===== config.mk =====
export PLATFORM = sky130hd
export DESIGN_NAME = rms_ctrl
export DESIGN_NICKNAME = d
export VERILOG_FILES = /design/src/rtl/refinement_marking_selector_top_assert.svh /design/src/rtl/rms_pkg.sv /design/src/rtl/rms_ctrl.sv
export SDC_FILE = /design/constraint.sdc
export NUM_CORES = 1
export LEC_CHECK = 0
export ABC_AREA = 1
export BUFFER_PORTS_ARGS = -buffer_cell sky130_fd_sc_hd__buf_2
export CAP_MARGIN = 30
export CORE_AREA = 2 2 39 41
export DETAILED_ROUTE_END_ITERATION = 7
export DIE_AREA = 0 0 41 43
export RECOVER_POWER = 100
export SLEW_MARGIN = 5
export SYNTH_ARGS = -nofsm -noshare
export SYNTH_HDL_FRONTEND = slang
export SYNTH_SLANG_ARGS = --single-unit

===== constraint.sdc =====
create_clock -name clk -period 3.6 [get_ports clk]
set_input_delay 0.18 -clock clk [delete_from_list [all_inputs] [get_ports clk]]
set_output_delay 0.18 -clock clk [all_outputs]
set_load 0.01 [all_outputs]

===== src/rtl/refinement_marking_selector_top_assert.svh =====
// ----------------------------------------------------------------------------
// Refinement marking selector assertion macros
// Concurrent checks on the top level, compiled out for synthesis.
// ----------------------------------------------------------------------------
`ifndef REFINEMENT_MARKING_SELECTOR_TOP_ASSERT_SVH
`define REFINEMENT_MARKING_SELECTOR_TOP_ASSERT_SVH
`ifndef SYNTHESIS
// Same-cycle implication
`define RMS_ASSERT_IMP(lbl, ante, cons) \
	lbl: assert property (@(posedge clk) disable iff (!arst_n) (ante) |-> (cons)) \
		else $error("rms assertion failed");
// Next-cycle implication
`define RMS_ASSERT_NXT(lbl, ante, cons) \
	lbl: assert property (@(posedge clk) disable iff (!arst_n) (ante) |=> (cons)) \
		else $error("rms assertion failed");
`else
`define RMS_ASSERT_IMP(lbl, ante, cons)
`define RMS_ASSERT_NXT(lbl, ante, cons)
`endif
`endif


===== src/rtl/rms_pkg.sv =====
// ----------------------------------------------------------------------------
// rms_pkg
// Shared constants, codes and control types of the refinement marking selector.
// ----------------------------------------------------------------------------
package rms_pkg;

	localparam int MAX_ELEMENTS_DEF = 1024;
	localparam int VALUE_BITS_DEF   = 24;

	localparam int ERR_W   = 24;
	localparam int QIDX_W  = 10;
	localparam int FRAC_W  = 17;
	localparam int MODE_W  = 2;
	localparam int SQ_W    = 64;
	localparam int CFG_IDX_W  = 1;
	localparam int CFG_DATA_W = 17;

	localparam logic [FRAC_W-1:0] FRAC_ONE = 17'h10000;

	// Register indexes
	localparam logic [CFG_IDX_W-1:0] CFG_MODE     = 1'b0;
	localparam logic [CFG_IDX_W-1:0] CFG_FRACTION = 1'b1;

	// Marking modes
	localparam logic [MODE_W-1:0] MODE_NONE            = 2'd0;
	localparam logic [MODE_W-1:0] MODE_FIXED_FRACTION  = 2'd1;
	localparam logic [MODE_W-1:0] MODE_FIXED_THRESHOLD = 2'd2;
	localparam logic [MODE_W-1:0] MODE_BULK            = 2'd3;

	// Request actions
	localparam logic ACT_LOAD  = 1'b0;
	localparam logic ACT_QUERY = 1'b1;

	typedef enum logic [3:0] {
		ST_IDLE,
		ST_QUERY,
		ST_SETTLE,
		ST_MUL_LO,
		ST_MUL_HI,
		ST_MUL_SUM,
		ST_SWEEP,
		ST_RANK_CHECK,
		ST_SCAN,
		ST_PICK,
		ST_ACC
	} state_t;

	typedef struct packed {
		logic load_en;
		logic query_en;
		logic mul_lo;
		logic mul_hi;
		logic mul_sum;
		logic rank_init;
		logic walk_start;
		logic sweep;
		logic scan;
		logic pick;
		logic acc;
		logic out_load;
		logic set_done;
	} cmd_t;

	typedef struct packed {
		logic [MODE_W-1:0] mode;
		logic              walk_done;
		logic              rank_end;
		logic              out_free;
	} stat_t;

endpackage


===== src/rtl/rms_ctrl.sv =====
// ----------------------------------------------------------------------------
// rms_ctrl
// Sequencer: takes requests, runs the marking pass and steers the datapath.
// ----------------------------------------------------------------------------
module rms_ctrl (
	input  logic           clk,
	input  logic           arst_n,
	input  logic           in_valid,
	input  logic           action,
	input  logic           last_value,
	input  rms_pkg::stat_t stat,
	output logic           in_ready,
	output rms_pkg::cmd_t  cmd
);

	rms_pkg::state_t state_q, state_nxt;
	logic            rank_modes;

	assign rank_modes = (stat.mode == rms_pkg::MODE_FIXED_FRACTION) ||
		(stat.mode == rms_pkg::MODE_BULK);

	// State register
	always_ff @(posedge clk or negedge arst_n) begin
		if (!arst_n) begin
			state_q <= rms_pkg::ST_IDLE;
		end else begin
			state_q <= state_nxt;
		end
	end

	// Next state
	always_comb begin
		state_nxt = state_q;
		unique case (state_q)
			rms_pkg::ST_IDLE: begin
				if (in_valid) begin
					if (action == rms_pkg::ACT_QUERY) begin
						state_nxt = rms_pkg::ST_QUERY;
					end else if (last_value) begin
						state_nxt = rms_pkg::ST_SETTLE;
					end
				end
			end
			rms_pkg::ST_QUERY: begin
				if (stat.out_free) begin
					state_nxt = rms_pkg::ST_IDLE;
				end
			end
			rms_pkg::ST_SETTLE:  state_nxt = rms_pkg::ST_MUL_LO;
			rms_pkg::ST_MUL_LO:  state_nxt = rms_pkg::ST_MUL_HI;
			rms_pkg::ST_MUL_HI:  state_nxt = rms_pkg::ST_MUL_SUM;
			rms_pkg::ST_MUL_SUM: state_nxt = rms_pkg::ST_SWEEP;
			rms_pkg::ST_SWEEP: begin
				if (stat.walk_done) begin
					state_nxt = rank_modes ? rms_pkg::ST_RANK_CHECK : rms_pkg::ST_IDLE;
				end
			end
			rms_pkg::ST_RANK_CHECK: begin
				state_nxt = stat.rank_end ? rms_pkg::ST_IDLE : rms_pkg::ST_SCAN;
			end
			rms_pkg::ST_SCAN: begin
				if (stat.walk_done) begin
					state_nxt = rms_pkg::ST_PICK;
				end
			end
			rms_pkg::ST_PICK: state_nxt = rms_pkg::ST_ACC;
			rms_pkg::ST_ACC:  state_nxt = rms_pkg::ST_RANK_CHECK;
			default:          state_nxt = rms_pkg::ST_IDLE;
		endcase
	end

	// Commands
	always_comb begin
		cmd      = '0;
		in_ready = 1'b0;
		unique case (state_q)
			rms_pkg::ST_IDLE: begin
				in_ready     = 1'b1;
				cmd.load_en  = in_valid && (action == rms_pkg::ACT_LOAD);
				cmd.query_en = in_valid && (action == rms_pkg::ACT_QUERY);
			end
			rms_pkg::ST_QUERY: cmd.out_load = stat.out_free;
			rms_pkg::ST_SETTLE: ;
			rms_pkg::ST_MUL_LO: begin
				cmd.mul_lo    = 1'b1;
				cmd.rank_init = 1'b1;
			end
			rms_pkg::ST_MUL_HI:  cmd.mul_hi = 1'b1;
			rms_pkg::ST_MUL_SUM: begin
				cmd.mul_sum    = 1'b1;
				cmd.walk_start = 1'b1;
			end
			rms_pkg::ST_SWEEP: begin
				cmd.sweep    = 1'b1;
				cmd.set_done = stat.walk_done && !rank_modes;
			end
			rms_pkg::ST_RANK_CHECK: begin
				cmd.set_done   = stat.rank_end;
				cmd.walk_start = !stat.rank_end;
			end
			rms_pkg::ST_SCAN: cmd.scan = 1'b1;
			rms_pkg::ST_PICK: cmd.pick = 1'b1;
			rms_pkg::ST_ACC:  cmd.acc  = 1'b1;
			default: ;
		endcase
	end

endmodule


After elaboration in Yosys (flattened, before gate mapping)
Index checks and enable logic that the tools add are counted.

storage, ports and cells
  register bits = 4
  bits of input ports = 10
  output and inout port bits = 14
  logic and storage cells = 48

cells by class
  equal/unequal tests = 17
  mux-type cells = 21
  bitwise logic cells = 1
  reduce and logical (&&, ||, !) cells = 8

operators by type and width
  cell                                                                    count
  4-bit one-hot mux with 11 select lines                                  1
  4-bit two-way mux                                                       7
  4-bit by 3-bit equality test with 1-bit output (second input constant)  4
  4-bit equality test (second input constant)                             3
  1-bit two-way mux                                                       9
  4-bit by 2-bit equality test with 1-bit output (second input constant)  2
  2-bit != test (second input constant)                                   4
  5-bit AND reduction                                                     1
  4-bit by 1-bit equality test with 1-bit output (second input constant)  1
  4-bit zero test                                                         1
  1-bit one-hot mux with 2 select lines                                   2
  1-bit logical AND                                                       3
  3-bit two-way mux                                                       1
  3-bit != test (second input constant)                                   1
  2-bit by 1-bit equality test with 1-bit output (second input constant)  1
  2-bit equality test (second input constant)                             1
  1-bit zero test                                                         2
  2-bit two-way mux                                                       1
  1-bit logical OR                                                        1
  1-bit inverter                                                          1

Depth between registers and ports, before layout
Gate-level depths: netlist of the first run.

  depth after elaboration = 5
  mapped depth = 9
  depth with buffers taken out = 9

Worst setup path before layout of the first run
OpenSTA, ideal clock, no wires.

  path kind = register -> output
  start = register state_q[1]
  end = output cmd[12] (netlist name)
  arrival = 1.057 ns
  required time = 3.420 ns
  setup slack = 2.363 ns
  cell stages (with the launch flop) = 5
  path buffers = 1
  cells stage by stage = dfrtp_1 > buf_6 > nor2_2 > nand2_2 > nor3_1

RTL lines
  item                    line            text
  start, declared         rms_ctrl.sv:16  rms_pkg::state_t state_q, state_nxt;
  start signal, assigned  rms_ctrl.sv:25  state_q <= rms_pkg::ST_IDLE;
  start signal, assigned  rms_ctrl.sv:27  state_q <= state_nxt;
  end, declared           rms_ctrl.sv:13  output rms_pkg::cmd_t cmd

==> results of run 1 <==
-- cells by family (layout without fill, tap and decap cells) --
| family | after synthesis | in the layout |
|---|---|---|
| AO/OA/AOI/OAI | 5 | 5 |
| flip-flops | 4 | 4 |
| buffers and inverters | 17 | 41 |
| AND/OR/NAND/NOR | 50 | 50 |
-- worst max path at each step --
stage / start / to / slack, ns
2_1_floorplan: state_q[1]$_DFFE_PN0P_ / cmd[12] / 2.36
3_3_place_gp: state_q[1]$_DFFE_PN0P_ / state_q[0]$_DFFE_PN0P_ / 2.25
3_5_place_dp: state_q[1]$_DFFE_PN0P_ / cmd[0] / 2.22
4_1_cts: state_q[1]$_DFFE_PN0P_ / cmd[0] / 1.98
5_1_grt: state_q[1]$_DFFE_PN0P_ / cmd[12] / 1.81
6_report: state_q[1]$_DFFE_PN0P_ / cmd[12] / 1.92
-- critical path, stage by stage, from the launching register on --
cell and delay [ns]:
dfrtp_1 0.47, nor2_1 0.35, nand2_2 0.12, nor3_1 0.16, clkbuf_1 0.17
-- per-layer routing --
| layer | part of all wire, % | vias up |
|---|---|---|
| met5 | 0 | - |
| met3 | 4.3 | 0 |
| met2 | 49 | 8 |
| met4 | 0 | 0 |
| li1 | - | 284 |
| met1 | 46 | 237 |
-- layout make-up --
cell class,instances,area (sq um)
Timing Repair Buffer,23,106
Fill cell,172,836
Tap cell,16,20.0
Sequential cell,4,100
Inverter,15,56.3
Multi-Input combinational cell,55,243
Clock buffer,3,22.5
-- placed cells by master, fill, tap and decap left out, drive strengths merged, types with 2 or more instances in the layout --
cell type   n
nand2      25
nor2       15
inv        15
clkbuf     14
buf        11
nand3       7
dfrtp       4
nand4       2
o211ai      2
-- what timing repair did --
item	4_1_cts	5_1_grt
hold buffers	1	0
setup buffers	0	0
hold endpoints to repair	4	0
endpoints found under the setup margin	0	0
-- report_power, final --
group	switching [mW]	total [mW]	internal, mW
Clock	0.0157	0.0528	0.0371
Sequential	0.0225	0.0808	0.0583
Combinational	0.122	0.182	0.0601
Total	0.160	0.315	0.155
==> metrics.txt, run 1 <==
drt via density ~4.6; met1 usage in global routing 15.4%; power density cells around 580 nW/um^2; vias in the first global route 449; Max Cap Viol 0; worst skew pair latency 0.23 ns; hold path start stat[0]; wire per inst 9.28 um; Pwr Total 0.315 mW; first-pass GRT wire length 1680 um; Netlist Area Pre-Place 439 sq um; max FFs per register 4; fin. max-slew vios 0; r2r setup slk 2.13 ns; Synth Area in Compound Gates 8.26%; port bufs 22; startpoint types flop; reg2reg end state_q[0]$_DFFE_PN0P_; via count around 530; fin crit share 46.7%; crit path kind reg -> out; final hold vios 0; CTS root buf clkbuf_4; post-CTS sizing 0; initial antenna violation count 0; largest net degree at the start of global routing 9; Slew Limit Headroom 68.2%; adder-cell area share of the yosys netlist 0%; CP Data Required Time 3.42 ns; Leak Pwr about 0.35 nW; DIE AREA 1760 sq um; Hold Crit Class in -> reg; n_diodes 0; worst path arrival time 1.50 ns; pre-CTS setup slack 2.22 ns; share of post-route cells with drive strength above 1 21.0%; clk slew on worst S/H paths 0.04 ns; Synth top area share 22.8%; Initial DRC Count 4; YS warnings 0; DR DRC count 0; Final Cell Area 548 sq um; RSZ-0062 raised after global routing false; total CTS buffers 3; Initial Util between 30% and 40%; highest clock rate 0.595 GHz; WHS Path Cells 4; sequential share of the synthesized area a little under a quarter; Worst Hold End state_q[0]$_DFFE_PN0P_; die height 43 um; P&R area growth vs syn 24.8%; CTS tree built; Avg Synthesized Cell Area 5.78 sq um; Post-synth EDFFs 0; Simple-Gate Fraction of Synth Area 51.9%; status completed; Synth cell types 17; XOR/XNOR share of the synthesized area 0%; met2 usage 23.4%; CP Capture Type primary output; setup ws final 1.92 ns; clock sinks 4; global route hottest layer met2; H-tree levels 1; most numerous cell in the Yosys netlist nand2_1; # IOs 24; Max Clock Skew 0.00146 ns; clock tree buffer depth 2; total global-route track usage 13.8%; width of the die slightly above 40 um; row count 14; leading area contributor after synthesis dfrtp_1; Post-Synthesis Cells 76; top_reg_cell synth dfrtp_1; core area 1380 sq um; Final Core Density 39.6%; GRT met3 Usage 3.14%; dpl cell area 551 sq um; CP max FO 8; total gr overflow 0; final RePlAce weighted congestion roughly 0.73; fraction of registers with async set/reset 100%; largest family of logic cells by synthesized area simple AND/OR/NAND/NOR gates; FF+latch count, synth 4; Commonest cells post-synth nand2_1, inv_1, nor2_1; Final Setup Violations 0; non-filler instance count after layout 116; ranking of synthesized cells by area dfrtp_1, nand2_1, inv_1, nand3_1, nor2_1; nets 112; Tmin final 1.68 ns; final antenna-violating net count 0; largest reg by FF count state_q; syn_nets 86; Critical R2R Launch state_q[1]$_DFFE_PN0P_; proportion of synthesized area in mux cells 0%; Regs by FF count state_q: 4 flops; r2r worst-path depth 6; DR pass1 iterations 2; maximum vdd drop 0.237 mV; worst slew pin tran 0.476 ns; Setup TNS 0 ns; placed insts about 110; hold slack final 0.267 ns; Post-DP HPWL 917 um; drt total wl 1080 um
(Power assumes the default switching activity.)
==> inputs of run 2 (changes only) <==
Clock period 3.6 ns to 1.65 ns, I/O delays scaled along.
==> metrics.txt, run 2 (same netlist as run 1, synthesis figures left out) <==
Max Cap Viol 0 (unchanged); final hold vios 0 (unchanged); met3 routed wirelength 38 um (-17%); Register Area 100 sq um (unchanged); Tmin final 1.47 ns; DR pass1 iterations 4 (+2); fin crit share 89.1%; # IOs 24 (unchanged); Slew Limit Headroom 81.4% (+13 points); final antenna-violating net count 0 (unchanged); r2r worst-path depth 7 (+1); wire per inst 9.29 um (+0.16%); placed insts 113 (+0.89%); CTS tree built; crit path kind reg -> out; total global-route track usage 13.5% (-0.32 points); share of post-route cells with drive strength above 1 26.7% (+5.7 points); pre-CTS setup slack 0.348 ns (-1.88 ns); CP Data Required Time 1.57 ns (-1.85 ns); worst slew pin tran 0.279 ns (-0.197 ns); Top delay family on crit path flip-flops; DR DRC count 0 (unchanged); CP bufs+invs 2 (+1); startpoint types flop; drt total wl 1090 um (+1.0%); clock sinks 4 (unchanged); CP max FO 6 (-2); Net Sw Power 0.364 mW (+130%); clk slew on worst S/H paths 0.04 ns (about the same); DIE AREA 1760 sq um (unchanged); Top Metal Used met3; multi-input logic area 259 sq um (+6.7%); worst skew pair latency 0.23 ns (about the same); core area 1380 sq um (unchanged); highest clock rate 0.680 GHz; Post-DP HPWL 935 um (+2.0%); internal power 0.356 mW (+130%); most frequent cells in the layout nand2_1, buf_2, inv_1; Initial Util 31.7% (unchanged); n_diodes 0 (unchanged); Final Setup Violations 0 (unchanged); CP Cell Sequence inv_2 > nor2_2 > nand2_1 > o31ai_1 > clkbuf_2; nets 113 (+0.89%); vias in the first global route 419 (-6.7%); first-pass GRT wire length 1650 um (-1.6%); commonest non-fill, non-tap cell in the layout nand2_1; total CTS buffers 3 (unchanged); CTS root buf clkbuf_4; Post-CTS Setup Repair Bufs 0 (unchanged); maximum vdd drop 0.396 mV (+67%); RSZ-0062 raised after global routing false; clock tree buffer depth 2 (unchanged); CP Capture Type primary output; Initial DRC Count 7 (+3); Regs by FF count state_q: 4 flops; width of the die 41 um (unchanged); port bufs 22 (unchanged); Sequential Power Share 24.7% (-0.9 points); drt via density 4.53 (-0.67%); power density cells 1260 nW/um^2 (+120%); Crit. path cell count 5 (+1); max FFs per register 4 (unchanged); Setup TNS 0 ns (unchanged); final RePlAce weighted congestion 0.721 (-1.8%); Clk network pwr share 16.2% (-0.6 points); via count 530 (+0.19%); Routed met2 length 549 um (+3.2%); Leak Pwr 0.362 nW (+2.6%); die height 43 um (unchanged); fillers 181 (+5.2%); row count 14 (unchanged); initial antenna violation count 0 (unchanged); P&R area growth vs syn 29.9%; WHS Path Cells 4 (unchanged); Max Clock Skew 0.00163 ns (+0.000171 ns); Hold Crit Class in -> reg; largest net degree at the start of global routing 8 (-1); largest reg by FF count state_q; H-tree levels 1 (unchanged); Sw Ratio 50.5% (-0.13 points); fin. max-slew vios 0 (unchanged); Logic pwr share 59.1% (+1.5 points); non-filler instance count after layout 117 (+0.86%); dpl cell area 558 sq um (+1.4%); total gr overflow 0 (unchanged); Slowest-stage cell, CP dfrtp_1; hold slack final 0.169 ns (-0.0976 ns); worst path arrival time 1.39 ns (-0.11 ns); Final Cell Area 571 sq um (+4.1%); status completed; met1 wire length 499 um (+0.20%); setup ws final 0.179 ns (-1.74 ns); CP max stage delay 0.40 ns (-0.07 ns)
run 2: changes by cell type in the layout (fill, tap and decap cells not counted), sizes merged:
cell,before,now
buf,11,12
run 2: routing by layer:
layer  GRT usage, %  vias to the layer above
met1           16.0                      230
met5              0                        -
met3           4.71                        0
met4           2.00                        0
met2           22.8                       13
li1               -                      287
run 2: stage by stage:
stage	utilization [%]	total power [mW]
final	41.2	0.719
after global routing	41.2	0.792
after CTS	42.7	0.763
after detailed placement	40.3	0.636
after global placement	40.3	0.627
after floorplan	-	0.515
run 2: power groups by stage:
stage / Sequential, mW / Clock, mW / Combinational (mW)
global placement: 0.180 / 0 / 0.446
finish: 0.178 / 0.116 / 0.425
floorplan: 0.158 / 0 / 0.357
global route: 0.182 / 0.131 / 0.479
CTS: 0.181 / 0.125 / 0.457
detailed placement: 0.182 / 0 / 0.454
run 2: worst reg2reg max path, stage by stage, from the launching register on:
cell,delay [ns]
dfrtp_1,0.47
clkbuf_1,0.22
nor2_4,0.08
nand3_1,0.09
nand3_1,0.07
nor2_1,0.19
nand2_1,0.07
nand2_1,0.07
run 2: area by class of cell:
cell class                 count  area share [%]
clock buffer                   3            3.95
inverter                      15            9.87
multi-input combinational     55            45.4
sequential                     4            17.5
tap                           16            3.51
timing repair buffer          24            19.7
run 2: worst paths after layout:
check	from	end	slack (ns)
worst min-delay path	stat[0]	state_q[0]$_DFFE_PN0P_	0.17
worst max register to register	state_q[1]$_DFFE_PN0P_	state_q[0]$_DFFE_PN0P_	0.33
worst max-delay path	state_q[2]$_DFFE_PN0P_	cmd[0]	0.18
worst min register to register	state_q[3]$_DFFE_PN0P_	state_q[3]$_DFFE_PN0P_	0.71
max in group asynchronous	arst_n	state_q[3]$_DFFE_PN0P_	1.26
min in group asynchronous	arst_n	state_q[2]$_DFFE_PN0P_	0.21
run 2: timing repair:
action / CTS / global route
endpoints found under the setup margin: 0 / 0
hold endpoints to repair: 4 / 0
gates resized for setup: 0 / 0
hold buffers: 1 / 0
==> inputs of run 3 (changes only) <==
Clock period 1.65 ns to 1.5 ns, I/O delays scaled along.
==> metrics.txt, run 3 (same netlist as run 1, synthesis figures left out) <==
status completed; port bufs 22 (unchanged); maximum vdd drop 0.592 mV (+49%); largest net degree at the start of global routing 8 (unchanged); # IOs 24 (unchanged); row count 14 (unchanged); Net Sw Power 0.407 mW (+12%); fillers 174 (-3.9%); Max Clock Skew 0.000884 ns (-0.000743 ns); highest clock rate slightly above 0.7 GHz; most frequent cells in the layout nand2_1, buf_2, inv_1; DIE AREA 1760 sq um (unchanged); via count 540 (+1.9%); share of post-route cells with drive strength above 1 35.9% (+9.2 points); total gr overflow 0 (unchanged); Logic pwr share 59.7% (+0.6 points); worst slew pin tran 0.233 ns (-0.0456 ns); non-filler instance count after layout 119 (+1.7%); drt total wl 1120 um (+2.9%); n_diodes 0 (unchanged); width of the die 41 um (unchanged); CP Data Required Time 1.42 ns (-0.15 ns); Final Core Density 43.7% (+2.4 points); setup ws final 0.110 ns (-0.0688 ns); drt via density 4.54 (+0.17%); max FFs per register 4 (unchanged); Clk network pwr share 15.4% (-0.8 points); Final Cell Area 604 sq um (+5.9%); die height 43 um (unchanged); CTS root buf clkbuf_4; Final Setup Violations 0 (unchanged); Hold Crit Class in -> reg; first-pass GRT wire length 1720 um (+4.2%); placed insts 113 (unchanged); Leak Pwr 0.391 nW (+8.0%); crit path kind reg -> out; Tmin final 1.39 ns; total CTS buffers 3 (unchanged); power density cells 1370 nW/um^2 (+8.5%); hold slack final 0.158 ns (-0.0116 ns); Initial Util 31.7% (unchanged); clk slew on worst S/H paths 0.03 ns (about the same); final antenna-violating net count 0 (unchanged); DR pass1 iterations 4 (unchanged); Sequential Power Share 24.9% (+0.2 points); vias in the first global route 450 (+7.4%); startpoint types flop; CP max FO 6 (unchanged); Max Cap Viol 0 (unchanged); Initial DRC Count 6 (-1); Post-DP HPWL 937 um (+0.24%); final hold vios 0 (unchanged); fin. max-slew vios 0 (unchanged); fin crit share 92.6%; nets 115 (+1.8%); internal power 0.420 mW (+18%); worst path arrival time 1.31 ns (-0.08 ns); dpl cell area 558 sq um (unchanged); wire per inst 9.40 um (+1.2%); initial antenna violation count 0 (unchanged); CP Capture Type primary output; core area 1380 sq um (unchanged); H-tree levels 1 (unchanged); clock tree buffer depth 2 (unchanged); Setup TNS 0 ns (unchanged); pre-CTS setup slack 0.205 ns (-0.143 ns); P&R area growth vs syn 37.6%; final RePlAce weighted congestion 0.721 (about the same); RSZ-0062 raised after global routing false; total global-route track usage 14.1% (+0.62 points); Sw Ratio 49.2% (-1.4 points); CTS tree built; commonest non-fill, non-tap cell in the layout nand2_1; Regs by FF count state_q: 4 flops; DR DRC count 0 (unchanged); Pwr Total 0.827 mW (+15%); clock sinks 4 (unchanged); worst skew pair latency 0.23 ns (about the same); largest reg by FF count state_q; Slew Limit Headroom 84.4% (+3.0 points)
## run 3: final timing paths
path	from	end	slack [ns]	depth (start not counted)
setup reg to reg	state_q[1]$_DFFE_PN0P_	state_q[0]$_DFFE_PN0P_	0.20	6
max in group asynchronous	arst_n	state_q[0]$_DFFE_PN0P_	1.10	2
hold reg to reg	state_q[0]$_DFFE_PN0P_	state_q[3]$_DFFE_PN0P_	0.68	2
hold / removal	stat[0]	state_q[0]$_DFFE_PN0P_	0.16	4
min in group asynchronous	arst_n	state_q[2]$_DFFE_PN0P_	0.21	2
setup / recovery	state_q[1]$_DFFE_PN0P_	cmd[12]	0.11	4
## run 3: cell type report
type / instances / area (sq um) / area share [%]
clock buffer: 3 / 22.5 / 3.73
sequential: 4 / 104 / 17.2
multi-input combinational: 55 / 268 / 44.3
inverter: 15 / 56.3 / 9.32
timing repair buffer: 26 / 134 / 22.2
tap: 16 / 20.0 / 3.31
## run 3: critical path: stages (launching register included)
cell and delay (ns):
dfrtp_2 0.45, nor2_2 0.24, nand2_2 0.10, nor3_1 0.14
buf_2 0.15
## run 3: timing repair
| item | in CTS | in global routing |
|---|---|---|
| setup buffers | 0 | 2 |
| endpoints found under the setup margin | 0 | 2 |
| gates resized for setup | 0 | 5 |
| hold buffers | 1 | 0 |
| endpoints found under the hold margin | 4 | 0 |
## run 3: per-layer routing
metal  up-vias  wire [um]  GRT usage [%]
li1        289          -              -
met4         0          0           6.00
met5         -          0              0
met1       241        472           16.0
met2        10        603           23.8
met3         0         43           3.14
## run 3: power by group through the flow
stage / Clock, mW / Combinational [mW] / Sequential, mW
finish: 0.127 / 0.494 / 0.206
global route: 0.144 / 0.556 / 0.211
CTS: 0.137 / 0.498 / 0.198
detailed placement: 0 / 0.493 / 0.199
global placement: 0 / 0.491 / 0.198
floorplan: 0 / 0.393 / 0.174
